[src/rtl/psched_pkg.sv]
`timescale 1ns / 1ps
package psched_pkg;

    localparam int TASKS_DEF     = 8;
    localparam int TIME_BITS_DEF = 16;

    typedef enum logic [1:0] {
        REQ_LOAD = 2'd0,
        REQ_TICK = 2'd1,
        REQ_READ = 2'd2,
        REQ_NONE = 2'd3
    } t_req;

    typedef enum logic [2:0] {
        ST_RAN  = 3'd0,
        ST_IDLE = 3'd1,
        ST_PAST = 3'd2,
        ST_BAD  = 3'd3,
        ST_DONE = 3'd4
    } t_status;

    localparam logic [1:0] CFG_MODE    = 2'd0;
    localparam logic [1:0] CFG_COUNT   = 2'd1;
    localparam logic [1:0] CFG_HORIZON = 2'd2;

    typedef struct packed {
        t_req        req_type;
        logic [2:0]  task_index;
        logic [15:0] task_period;
        logic [15:0] task_burst;
    } t_in;

    typedef struct packed {
        t_status     status;
        logic [2:0]  ran_task;
        logic        completed;
        logic [7:0]  missed_mask;
        logic [7:0]  killed_mask;
        logic [15:0] miss_total;
        logic [15:0] done_total;
        logic [15:0] kill_total;
    } t_out;

    // One task table entry. phase holds the current time modulo the period.
    typedef struct packed {
        logic [15:0] period;
        logic [15:0] burst;
        logic [15:0] remain;
        logic [15:0] phase;
        logic [15:0] miss;
        logic [15:0] done;
        logic [15:0] kill;
    } t_rec;

    typedef struct packed {
        logic    capture;
        logic    rd_en;
        logic    rd_idx;
        logic    walk_init;
        logic    walk_proc;
        logic    kill_proc;
        logic    div_init;
        logic    div_step;
        logic    load_wr;
        logic    apply;
        logic    set_status;
        t_status status;
        logic    take_totals;
        logic    out_load;
    } t_cmd;

    typedef struct packed {
        t_req req;
        logic idx_ok;
        logic hz_reached;
        logic kill_cond;
        logic out_free;
    } t_sts;

    function automatic logic [15:0] sat_inc(input logic [15:0] v);
        return (v == 16'hFFFF) ? v : v + 16'd1;
    endfunction

endpackage

[src/rtl/psched_ctrl.sv]
`timescale 1ns / 1ps
module psched_ctrl #(
    parameter int  TASKS     = 8,
    parameter int  TIME_BITS = 16,
    localparam int IDXW      = (TASKS > 1) ? $clog2(TASKS) : 1
) (
    input  logic               i_clk,
    input  logic               i_rst_n,
    input  logic               i_in_valid,
    output logic               o_in_stall,
    input  psched_pkg::t_sts   i_sts,
    output psched_pkg::t_cmd   o_cmd,
    output logic [IDXW-1:0]    o_walk_addr
);
    import psched_pkg::*;

    localparam int CW_T = $clog2(TASKS + 1);
    localparam int CW_D = $clog2(TIME_BITS + 1);
    localparam int CNTW = (CW_T > CW_D) ? CW_T : CW_D;

    typedef enum logic [3:0] {
        S_IDLE,
        S_DECODE,
        S_RDTOT,
        S_DIV,
        S_LOADWR,
        S_WALK,
        S_APPLY,
        S_KILL,
        S_DONE
    } t_state;

    t_state          r_state, n_state;
    logic [CNTW-1:0] r_cnt, n_cnt;
    logic            r_busy;
    t_cmd            cmd;

    always_comb begin
        n_state = r_state;
        n_cnt   = r_cnt;
        cmd     = '0;
        unique case (r_state)
            S_IDLE: begin
                if (i_in_valid) begin
                    cmd.capture = 1'b1;
                    n_state     = S_DECODE;
                end
            end
            S_DECODE: begin
                n_cnt = '0;
                unique case (i_sts.req)
                    REQ_LOAD: begin
                        if (!i_sts.idx_ok) begin
                            cmd.set_status = 1'b1;
                            cmd.status     = ST_BAD;
                            n_state        = S_DONE;
                        end else begin
                            cmd.div_init = 1'b1;
                            n_state      = S_DIV;
                        end
                    end
                    REQ_READ: begin
                        if (!i_sts.idx_ok) begin
                            cmd.set_status = 1'b1;
                            cmd.status     = ST_BAD;
                            n_state        = S_DONE;
                        end else begin
                            cmd.rd_en  = 1'b1;
                            cmd.rd_idx = 1'b1;
                            n_state    = S_RDTOT;
                        end
                    end
                    REQ_TICK: begin
                        if (i_sts.hz_reached) begin
                            cmd.set_status = 1'b1;
                            cmd.status     = ST_PAST;
                            n_state        = S_DONE;
                        end else begin
                            cmd.walk_init = 1'b1;
                            n_state       = S_WALK;
                        end
                    end
                    default: begin
                        cmd.set_status = 1'b1;
                        cmd.status     = ST_BAD;
                        n_state        = S_DONE;
                    end
                endcase
            end
            S_RDTOT: begin
                cmd.take_totals = 1'b1;
                cmd.set_status  = 1'b1;
                cmd.status      = ST_DONE;
                n_state         = S_DONE;
            end
            S_DIV: begin
                cmd.div_step = 1'b1;
                n_cnt        = r_cnt + CNTW'(1);
                if (r_cnt == CNTW'(TIME_BITS - 1)) begin
                    n_state = S_LOADWR;
                end
            end
            S_LOADWR: begin
                cmd.load_wr    = 1'b1;
                cmd.set_status = 1'b1;
                cmd.status     = ST_DONE;
                n_state        = S_DONE;
            end
            S_WALK: begin
                // Read of entry k overlaps processing of entry k-1.
                cmd.rd_en     = (r_cnt < CNTW'(TASKS));
                cmd.walk_proc = (r_cnt != '0);
                n_cnt         = r_cnt + CNTW'(1);
                if (r_cnt == CNTW'(TASKS)) begin
                    n_state = S_APPLY;
                end
            end
            S_APPLY: begin
                cmd.apply = 1'b1;
                n_cnt     = '0;
                n_state   = i_sts.kill_cond ? S_KILL : S_DONE;
            end
            S_KILL: begin
                cmd.rd_en     = (r_cnt < CNTW'(TASKS));
                cmd.kill_proc = (r_cnt != '0);
                n_cnt         = r_cnt + CNTW'(1);
                if (r_cnt == CNTW'(TASKS)) begin
                    n_state = S_DONE;
                end
            end
            S_DONE: begin
                if (i_sts.out_free) begin
                    cmd.out_load = 1'b1;
                    n_state      = S_IDLE;
                end
            end
            default: begin
                n_state = S_IDLE;
            end
        endcase
    end

    always_ff @(posedge i_clk) begin
        if (!i_rst_n) begin
            r_state <= S_IDLE;
            r_cnt   <= '0;
            r_busy  <= 1'b0;
        end else begin
            r_state <= n_state;
            r_cnt   <= n_cnt;
            r_busy  <= (n_state != S_IDLE);
        end
    end

    assign o_in_stall  = r_busy;
    assign o_cmd       = cmd;
    assign o_walk_addr = r_cnt[IDXW-1:0];

endmodule

[src/rtl/psched_dp.sv]
`timescale 1ns / 1ps
module psched_dp #(
    parameter int  TASKS     = 8,
    parameter int  TIME_BITS = 16,
    localparam int IDXW      = (TASKS > 1) ? $clog2(TASKS) : 1
) (
    input  logic               i_clk,
    input  logic               i_rst_n,
    input  psched_pkg::t_in    i_in_data,
    input  logic               i_cfg_valid,
    input  logic [1:0]         i_cfg_index,
    input  logic [15:0]        i_cfg_data,
    input  logic               i_out_stall,
    output logic               o_out_valid,
    output psched_pkg::t_out   o_out_data,
    input  psched_pkg::t_cmd   i_cmd,
    input  logic [IDXW-1:0]    i_walk_addr,
    output psched_pkg::t_sts   o_sts
);
    import psched_pkg::*;

    localparam int CW = (TIME_BITS > 16) ? TIME_BITS : 16;

    // Configuration and global state.
    logic                 r_mode;
    logic [3:0]           r_tcount;
    logic [15:0]          r_horizon;
    logic [TIME_BITS-1:0] r_time;
    logic                 r_hz;

    // Request, result under construction and output register.
    t_in  r_req;
    t_out r_res;
    t_out r_out;
    logic r_out_valid;

    // Task table.
    t_rec            mem [TASKS];
    logic [TASKS-1:0] r_vld;
    t_rec            r_rd_data;
    logic            r_rd_vld;
    logic [IDXW-1:0] r_rd_addr;

    // Serial remainder unit and selection state.
    logic [15:0]          r_div_rem;
    logic [TIME_BITS-1:0] r_div_sh;
    logic                 r_found;
    logic [IDXW-1:0]      r_best;
    logic [15:0]          r_best_key;
    t_rec                 r_best_rec;

    logic [6:0]           act_n;
    logic [6:0]           addr7;
    logic                 idx_ok;
    logic                 in_use;
    t_rec                 eff;
    t_rec                 walk_rec;
    t_rec                 kill_rec;
    t_rec                 best_dec;
    t_rec                 ld_rec;
    logic                 released;
    logic                 missed;
    logic                 cand;
    logic                 take;
    logic                 kill_hit;
    logic                 best_done;
    logic [15:0]          phase_inc;
    logic [15:0]          key;
    logic [7:0]           mask_bit;
    logic [TIME_BITS-1:0] time_inc;
    logic                 kill_cond;
    logic [16:0]          div_t;
    logic [16:0]          div_n;
    logic                 wr_en;
    logic [IDXW-1:0]      wr_addr;
    t_rec                 wr_data;
    logic [IDXW-1:0]      rd_addr;

    assign act_n  = (7'(r_tcount) > 7'(TASKS)) ? 7'(TASKS) : 7'(r_tcount);
    assign idx_ok = (7'(r_req.task_index) < act_n);
    assign addr7  = 7'(r_rd_addr);
    assign in_use = (addr7 < act_n);
    assign eff    = r_rd_vld ? r_rd_data : '0;
    assign mask_bit = (addr7 < 7'd8) ? (8'd1 << addr7[2:0]) : 8'd0;

    // Release, miss check, phase advance and candidate key for one entry.
    always_comb begin
        released  = in_use && (eff.period != 16'd0) && (eff.phase == 16'd0);
        missed    = released && (eff.remain != 16'd0) && (r_time != '0);
        phase_inc = eff.phase + 16'd1;
        walk_rec  = eff;
        if (released) begin
            walk_rec.remain = eff.burst;
        end
        if (missed) begin
            walk_rec.miss = sat_inc(eff.miss);
        end
        walk_rec.phase = ((eff.period == 16'd0) || (phase_inc == eff.period)) ? 16'd0
                                                                               : phase_inc;
        key  = r_mode ? (eff.period - eff.phase) : eff.period;
        cand = in_use && (walk_rec.remain != 16'd0) && (eff.period != 16'd0);
        take = cand && (!r_found || (key < r_best_key));
    end

    always_comb begin
        kill_hit      = in_use && (eff.remain != 16'd0);
        kill_rec      = eff;
        kill_rec.kill = sat_inc(eff.kill);
    end

    always_comb begin
        best_dec        = r_best_rec;
        best_dec.remain = r_best_rec.remain - 16'd1;
        best_done       = (best_dec.remain == 16'd0);
        if (best_done) begin
            best_dec.done = sat_inc(r_best_rec.done);
        end
    end

    assign time_inc  = r_time + TIME_BITS'(1);
    assign kill_cond = (CW'(time_inc) >= CW'(r_horizon)) || (time_inc == '0);

    // One restoring step of time modulo period.
    assign div_t = {r_div_rem, r_div_sh[TIME_BITS-1]};
    assign div_n = (div_t >= {1'b0, r_req.task_period}) ? (div_t - {1'b0, r_req.task_period})
                                                         : div_t;

    always_comb begin
        ld_rec        = '0;
        ld_rec.period = r_req.task_period;
        ld_rec.burst  = r_req.task_burst;
        ld_rec.phase  = (r_req.task_period == 16'd0) ? 16'd0 : r_div_rem;
    end

    always_comb begin
        wr_en   = 1'b0;
        wr_addr = r_rd_addr;
        wr_data = walk_rec;
        if (i_cmd.load_wr) begin
            wr_en   = 1'b1;
            wr_addr = IDXW'(r_req.task_index);
            wr_data = ld_rec;
        end else if (i_cmd.walk_proc) begin
            wr_en   = r_rd_vld;
        end else if (i_cmd.apply) begin
            wr_en   = r_found;
            wr_addr = r_best;
            wr_data = best_dec;
        end else if (i_cmd.kill_proc) begin
            wr_en   = r_rd_vld && kill_hit;
            wr_data = kill_rec;
        end
    end

    assign rd_addr = i_cmd.rd_idx ? IDXW'(r_req.task_index) : i_walk_addr;

    always_ff @(posedge i_clk) begin
        if (wr_en) begin
            mem[wr_addr] <= wr_data;
        end
        if (i_cmd.rd_en) begin
            r_rd_data <= mem[rd_addr];
            r_rd_vld  <= r_vld[rd_addr];
            r_rd_addr <= rd_addr;
        end
    end

    always_ff @(posedge i_clk) begin
        if (!i_rst_n) begin
            r_mode      <= 1'b0;
            r_tcount    <= 4'd1;
            r_horizon   <= 16'hFFFF;
            r_time      <= '0;
            r_hz        <= 1'b0;
            r_vld       <= '0;
            r_found     <= 1'b0;
            r_out_valid <= 1'b0;
        end else begin
            if (i_cfg_valid) begin
                unique case (i_cfg_index)
                    CFG_MODE:    r_mode    <= i_cfg_data[0];
                    CFG_COUNT:   r_tcount  <= i_cfg_data[3:0];
                    CFG_HORIZON: r_horizon <= i_cfg_data;
                    default: begin
                    end
                endcase
            end
            if (i_cmd.apply) begin
                r_time <= time_inc;
                if (kill_cond) begin
                    r_hz <= 1'b1;
                end
            end
            if (i_cmd.load_wr) begin
                r_vld[IDXW'(r_req.task_index)] <= 1'b1;
            end
            if (i_cmd.walk_init) begin
                r_found <= 1'b0;
            end else if (i_cmd.walk_proc && take) begin
                r_found <= 1'b1;
            end
            if (i_cmd.out_load) begin
                r_out_valid <= 1'b1;
            end else if (!i_out_stall) begin
                r_out_valid <= 1'b0;
            end
        end
    end

    always_ff @(posedge i_clk) begin
        if (i_cmd.capture) begin
            r_req <= i_in_data;
            r_res <= '0;
        end
        if (i_cmd.set_status) begin
            r_res.status <= i_cmd.status;
        end
        if (i_cmd.take_totals) begin
            r_res.miss_total <= eff.miss;
            r_res.done_total <= eff.done;
            r_res.kill_total <= eff.kill;
        end
        if (i_cmd.div_init) begin
            r_div_rem <= '0;
            r_div_sh  <= r_time;
        end else if (i_cmd.div_step) begin
            r_div_rem <= div_n[15:0];
            r_div_sh  <= r_div_sh << 1;
        end
        if (i_cmd.walk_proc) begin
            if (missed) begin
                r_res.missed_mask <= r_res.missed_mask | mask_bit;
            end
            if (take) begin
                r_best     <= r_rd_addr;
                r_best_key <= key;
                r_best_rec <= walk_rec;
            end
        end
        if (i_cmd.apply) begin
            if (r_found) begin
                r_res.status    <= ST_RAN;
                r_res.ran_task  <= 3'(r_best);
                r_res.completed <= best_done;
            end else begin
                r_res.status    <= ST_IDLE;
            end
        end
        if (i_cmd.kill_proc && kill_hit) begin
            r_res.killed_mask <= r_res.killed_mask | mask_bit;
        end
        if (i_cmd.out_load) begin
            r_out <= r_res;
        end
    end

    always_comb begin
        o_sts.req        = r_req.req_type;
        o_sts.idx_ok     = idx_ok;
        o_sts.hz_reached = r_hz;
        o_sts.kill_cond  = kill_cond;
        o_sts.out_free   = !r_out_valid || !i_out_stall;
    end

    assign o_out_valid = r_out_valid;
    assign o_out_data  = r_out;

endmodule

[src/rtl/periodic_task_scheduler_rm_edf_unit.sv]
`timescale 1ns / 1ps
// Periodic task scheduler, rate monotonic or earliest deadline first, one time unit per tick
// transaction. The task table is a single memory walked one entry per cycle, and the tick that
// reaches the horizon adds a second walk to count killed tasks. Each entry keeps the current
// time modulo its period, so a load computes that remainder with a serial unit at one bit per
// cycle. One transaction is in progress at a time; the input is stalled until its result is
// handed to the output register, which holds one finished result while the next transaction
// starts. Configuration writes are always ready.
module periodic_task_scheduler_rm_edf_unit #(
    parameter int TASKS     = psched_pkg::TASKS_DEF,
    parameter int TIME_BITS = psched_pkg::TIME_BITS_DEF
) (
    input  logic             i_clk,
    input  logic             i_rst_n,
    input  logic             i_in_valid,
    output logic             o_in_stall,
    input  psched_pkg::t_in  i_in_data,
    output logic             o_out_valid,
    input  logic             i_out_stall,
    output psched_pkg::t_out o_out_data,
    input  logic             i_cfg_valid,
    output logic             o_cfg_ready,
    input  logic [1:0]       i_cfg_index,
    input  logic [15:0]      i_cfg_data
);
    import psched_pkg::*;

    localparam int IDXW = (TASKS > 1) ? $clog2(TASKS) : 1;

    t_cmd            cmd;
    t_sts            sts;
    logic [IDXW-1:0] walk_addr;

    assign o_cfg_ready = 1'b1;

    psched_ctrl #(
        .TASKS     (TASKS),
        .TIME_BITS (TIME_BITS)
    ) u_ctrl (
        .i_clk       (i_clk),
        .i_rst_n     (i_rst_n),
        .i_in_valid  (i_in_valid),
        .o_in_stall  (o_in_stall),
        .i_sts       (sts),
        .o_cmd       (cmd),
        .o_walk_addr (walk_addr)
    );

    psched_dp #(
        .TASKS     (TASKS),
        .TIME_BITS (TIME_BITS)
    ) u_dp (
        .i_clk       (i_clk),
        .i_rst_n     (i_rst_n),
        .i_in_data   (i_in_data),
        .i_cfg_valid (i_cfg_valid),
        .i_cfg_index (i_cfg_index),
        .i_cfg_data  (i_cfg_data),
        .i_out_stall (i_out_stall),
        .o_out_valid (o_out_valid),
        .o_out_data  (o_out_data),
        .i_cmd       (cmd),
        .i_walk_addr (walk_addr),
        .o_sts       (sts)
    );

endmodule

[config.mk]
export PLATFORM = sky130hd
export DESIGN_NAME = periodic_task_scheduler_rm_edf_unit
export DESIGN_NICKNAME = d
export VERILOG_FILES = /design/src/rtl/psched_pkg.sv /design/src/rtl/psched_ctrl.sv /design/src/rtl/psched_dp.sv /design/src/rtl/periodic_task_scheduler_rm_edf_unit.sv
export SDC_FILE = /design/constraint.sdc
export NUM_CORES = 2
export LEC_CHECK = 0
export BUFFER_PORTS_ARGS = -buffer_cell sky130_fd_sc_hd__buf_4
export CAP_MARGIN = 10
export CORE_ASPECT_RATIO = 1.4
export CORE_UTILIZATION = 45
export DETAILED_ROUTE_END_ITERATION = 10
export HOLD_SLACK_MARGIN = 0.1
export PLACE_DENSITY = 0.68
export SKIP_CTS_REPAIR_TIMING = 1
export SYNTH_ARGS = -nofsm -noshare
export SYNTH_HDL_FRONTEND = slang
export SYNTH_SLANG_ARGS = --single-unit
export TNS_END_PERCENT = 5
[constraint.sdc]
create_clock -name i_clk -period 17.6 [get_ports i_clk]
set_clock_uncertainty 0.1 [all_clocks]
set_input_delay 1.76 -clock i_clk [delete_from_list [all_inputs] [get_ports i_clk]]
set_output_delay 1.76 -clock i_clk [all_outputs]
set_load 0.1 [all_outputs]
==> metrics.yaml <==
status: "finished, final reports clean"
yosysUniqueCellTypes: 95
synth_xor_area_frac: 0.0162
grt_pass1_wl_mm: 221
synthesis.nets: 4326
synth_area_leader_cell: "edfxtp_1"
setup_viol: 0
cts_tree: "yes"
cp.arrival_ns: 7.45
tightest_slew_ns: 1.35
core_sq_um: 133000
routed-via-count: 35769
p_per_area_nw_per_um2: 104
synth.top_cell.area_share: 0.658
finalSetupTns_ns: 0
ys_seq_elements: 1412
fin_crit_ns: 7.16
max_freq_mhz: 140
crit_fanout: 118
cp_slowest_cell: "buf_4"
synth_area_leaders: "edfxtp_1 66%, mux2_2 4.3%, mux2i_1 4.1%"
grt_pass1_vias: 35716
dp_cells: 5894
cts_buffer_depth: 3
hp-class: "flop to flop"
io_buffers: 132
rsz0062_at_grt: "false"
synth_area_per_cell_sq_um: 14.5
slew_headroom: 0.0917
grt_max_degree: 157
hold_violations: 0
row_count: 158
peakVddDrop_mv: 0.100
synth-simple-area-share: 0.0755
ys_seq_area_frac: 0.687
clock_latency_ns: 0.79
clock-sinks: 1412
leakage_uw: 0.0246
stdcell_count: 6138
slew_violations: 0
critical_path_class: "flop to flop"
drive_gt1_frac: 0.170
drc: 0
die_x_microns: 312
nets: 4412
synthMuxAreaShare: 0.0845
synth_top_family_by_area: "compound AO/OA/AOI/OAI gates"
initial_core_util: 0.455
gp_congestion: 0.926
worstPathRequired_ns: 17.89
crit_chain: "buf_12 -> nand2_1 -> ha_1 -> nor2b_1 -> o21ai_1 -> a22o_1 -> a211oi_1 -> o41a_1 -> or4_1 -> a31oi_1 -> xnor2_1 -> mux2_2 -> ha_1 -> nand4_1 -> nor2_1 -> a21oi_1 -> o211ai_1 -> a41o_1 -> a21oi_4 -> buf_4 -> buf_4"
die_h_microns: 436
syn_to_final_growth_pct: 11.9
synth_most_common_cell: "edfxtp_1"
drt_iter0_drc: 3173
ys_warn_count: 0
slowest_delay_ns: 0.94
whs_ns: 0.305
drv_cap: 0
cts_made_buffers: 134
final.period_utilization: 0.407
ctsHtreeMaxLevel: 4
postSynthCellCount: 4185
wl_per_cell_microns: 23.9
antenna_found_initial: 6
dieArea_sq_um: 136000
first_pass_iters: 6
clkSlewWorstSetupHoldPaths_ns: 0.07
gr-total-overflow: 0
viasPerCell: 5.83
dp_hpwl_mm: 86.1
synth.cells.most_frequent: "1,326 x edfxtp_1, 329 x nand2_1, 246 x mux2i_1"
utilization: 0.510
synth_compound_area_frac: 0.0928
grt_use_total: 0.214
cts-root-buf: "clkbuf_16"
syn_area_sq_um: 60500
critPathCaptureType: "flop"
io_pins: 134
synth_fa_ha_area_frac: 0.0170
drt-total-wl_mm: 147
synth_edf_count: 1326
ant_nets: 0
synth-main-ff-cell: "edfxtp_1"
synthArstFlopShare: 0
start_kind: "flop"
[critical path: cells and delay by family, from the launching register on]
| family | cells | cell delay, ns |
|---|---|---|
| buf+inv | 3 | 2.13 |
| compound gates | 9 | 1.81 |
| simple gates | 5 | 1.04 |
| fa+ha+maj | 2 | 0.71 |
| flops | 1 | 0.38 |
| mux | 1 | 0.28 |
| xor+xnor | 1 | 0.08 |
[worst paths after layout]
path | start | endpoint | slack, ns | depth (start not counted)
max reg2reg | u_dp.r_rd_vld | u_dp.best_dec[43] | 10.44 | 21
min | u_dp.r_res[22] | u_dp.o_out_data[22] | 0.30 | 0
min reg2reg | u_dp.r_res[22] | u_dp.o_out_data[22] | 0.30 | 0
max | u_dp.r_rd_vld | u_dp.best_dec[43] | 10.44 | 21
[metal layers]
layer,track usage,wire length (microns),vias up,share of wire
met3,0.0313,8350,259,0.057
met5,0,10,-,0.000068
met2,0.370,73900,1202,0.50
met1,0.273,60100,18031,0.41
li1,-,-,16275,-
met4,0.0788,4600,2,0.031
[cells in the final DEF, fill, tap and decap left out, types with 15 or more instances in the layout]
cell	n
a221oi_2	60
mux2i_1	246
clkbuf_16	135
nor2_1	180
or3_1	23
o21ai_0	150
ha_1	79
dfxtp_1	86
clkbuf_1	17
nand4_1	42
xnor2_1	65
nor2b_1	21
mux2_2	231
and2_1	48
xor2_1	44
a21o_1	22
a31oi_1	24
o21a_1	15
and3_1	49
edfxtp_1	1326
o211ai_1	38
buf_4	185
a211oi_1	27
nor3_1	43
a221oi_1	58
nand3_1	84
clkinv_2	18
o22ai_1	122
nor4_1	27
clkinv_1	23
a21oi_1	149
inv_1	130
nand2_1	324
nand2b_1	19
[logic make-up (layout without fill, tap and decap cells)]
| group | count (synthesis) | count (layout) |
|---|---|---|
| AO/OA/AOI/OAI | 786 | 786 |
| XOR/XNOR | 110 | 110 |
| adder cells (fa/ha/maj) | 81 | 81 |
| buffers and inverters | 376 | 567 |
| flip-flops | 1412 | 1412 |
| multiplexers | 480 | 480 |
| other | 1 | 3 |
| AND/OR/NAND/NOR | 939 | 939 |
[report_power, final]
part           internal (uW)  switching (uW)  leakage [uW]
clock                   1620            1290       0.00213
combinational            102             251       0.00972
sequential              3730            26.9        0.0128
[registers in the layout, indices dropped and copies added, names as in the netlist, 2 cells and up]
name / cells
u_dp.r_time: 16
u_dp.r_horizon: 16
u_dp.r_best_rec: 32
u_dp.ld_rec: 32
u_dp.mem: 896
u_dp.r_rd_data: 112
u_dp.r_tcount: 4
u_dp.o_sts: 2
u_dp.r_req: 3
u_dp.r_res: 71
u_ctrl.r_cnt: 5
u_dp.best_dec: 80
u_dp.r_vld: 8
u_dp.r_best_key: 16
u_dp.o_out_data: 71
u_dp.r_div_sh: 16
u_dp.r_best: 3
u_ctrl.r_state: 4
u_dp.r_rd_addr: 3
u_dp.r_div_rem: 16
[final cells by class]
cell class	instances	area, sq um
fill	10968	65100
sequential	1412	41500
multi-input combinational	2397	17500
clock buffer	156	3500
tap	1760	2200
timing repair buffer	194	1580
clock inverter	85	917
inverter	132	495
antenna	2	5.00
[through the flow]
stage	area [sq um]	power [uW]	setup slack, ns
after global routing	67700	7220	10.10
final	67700	7020	10.44
after CTS	67700	7060	10.46
after global placement	63300	4170	10.49
after detailed placement	63300	4180	10.49
after floorplan	60500	4070	5.37
Power figures use the tool's default switching activity.
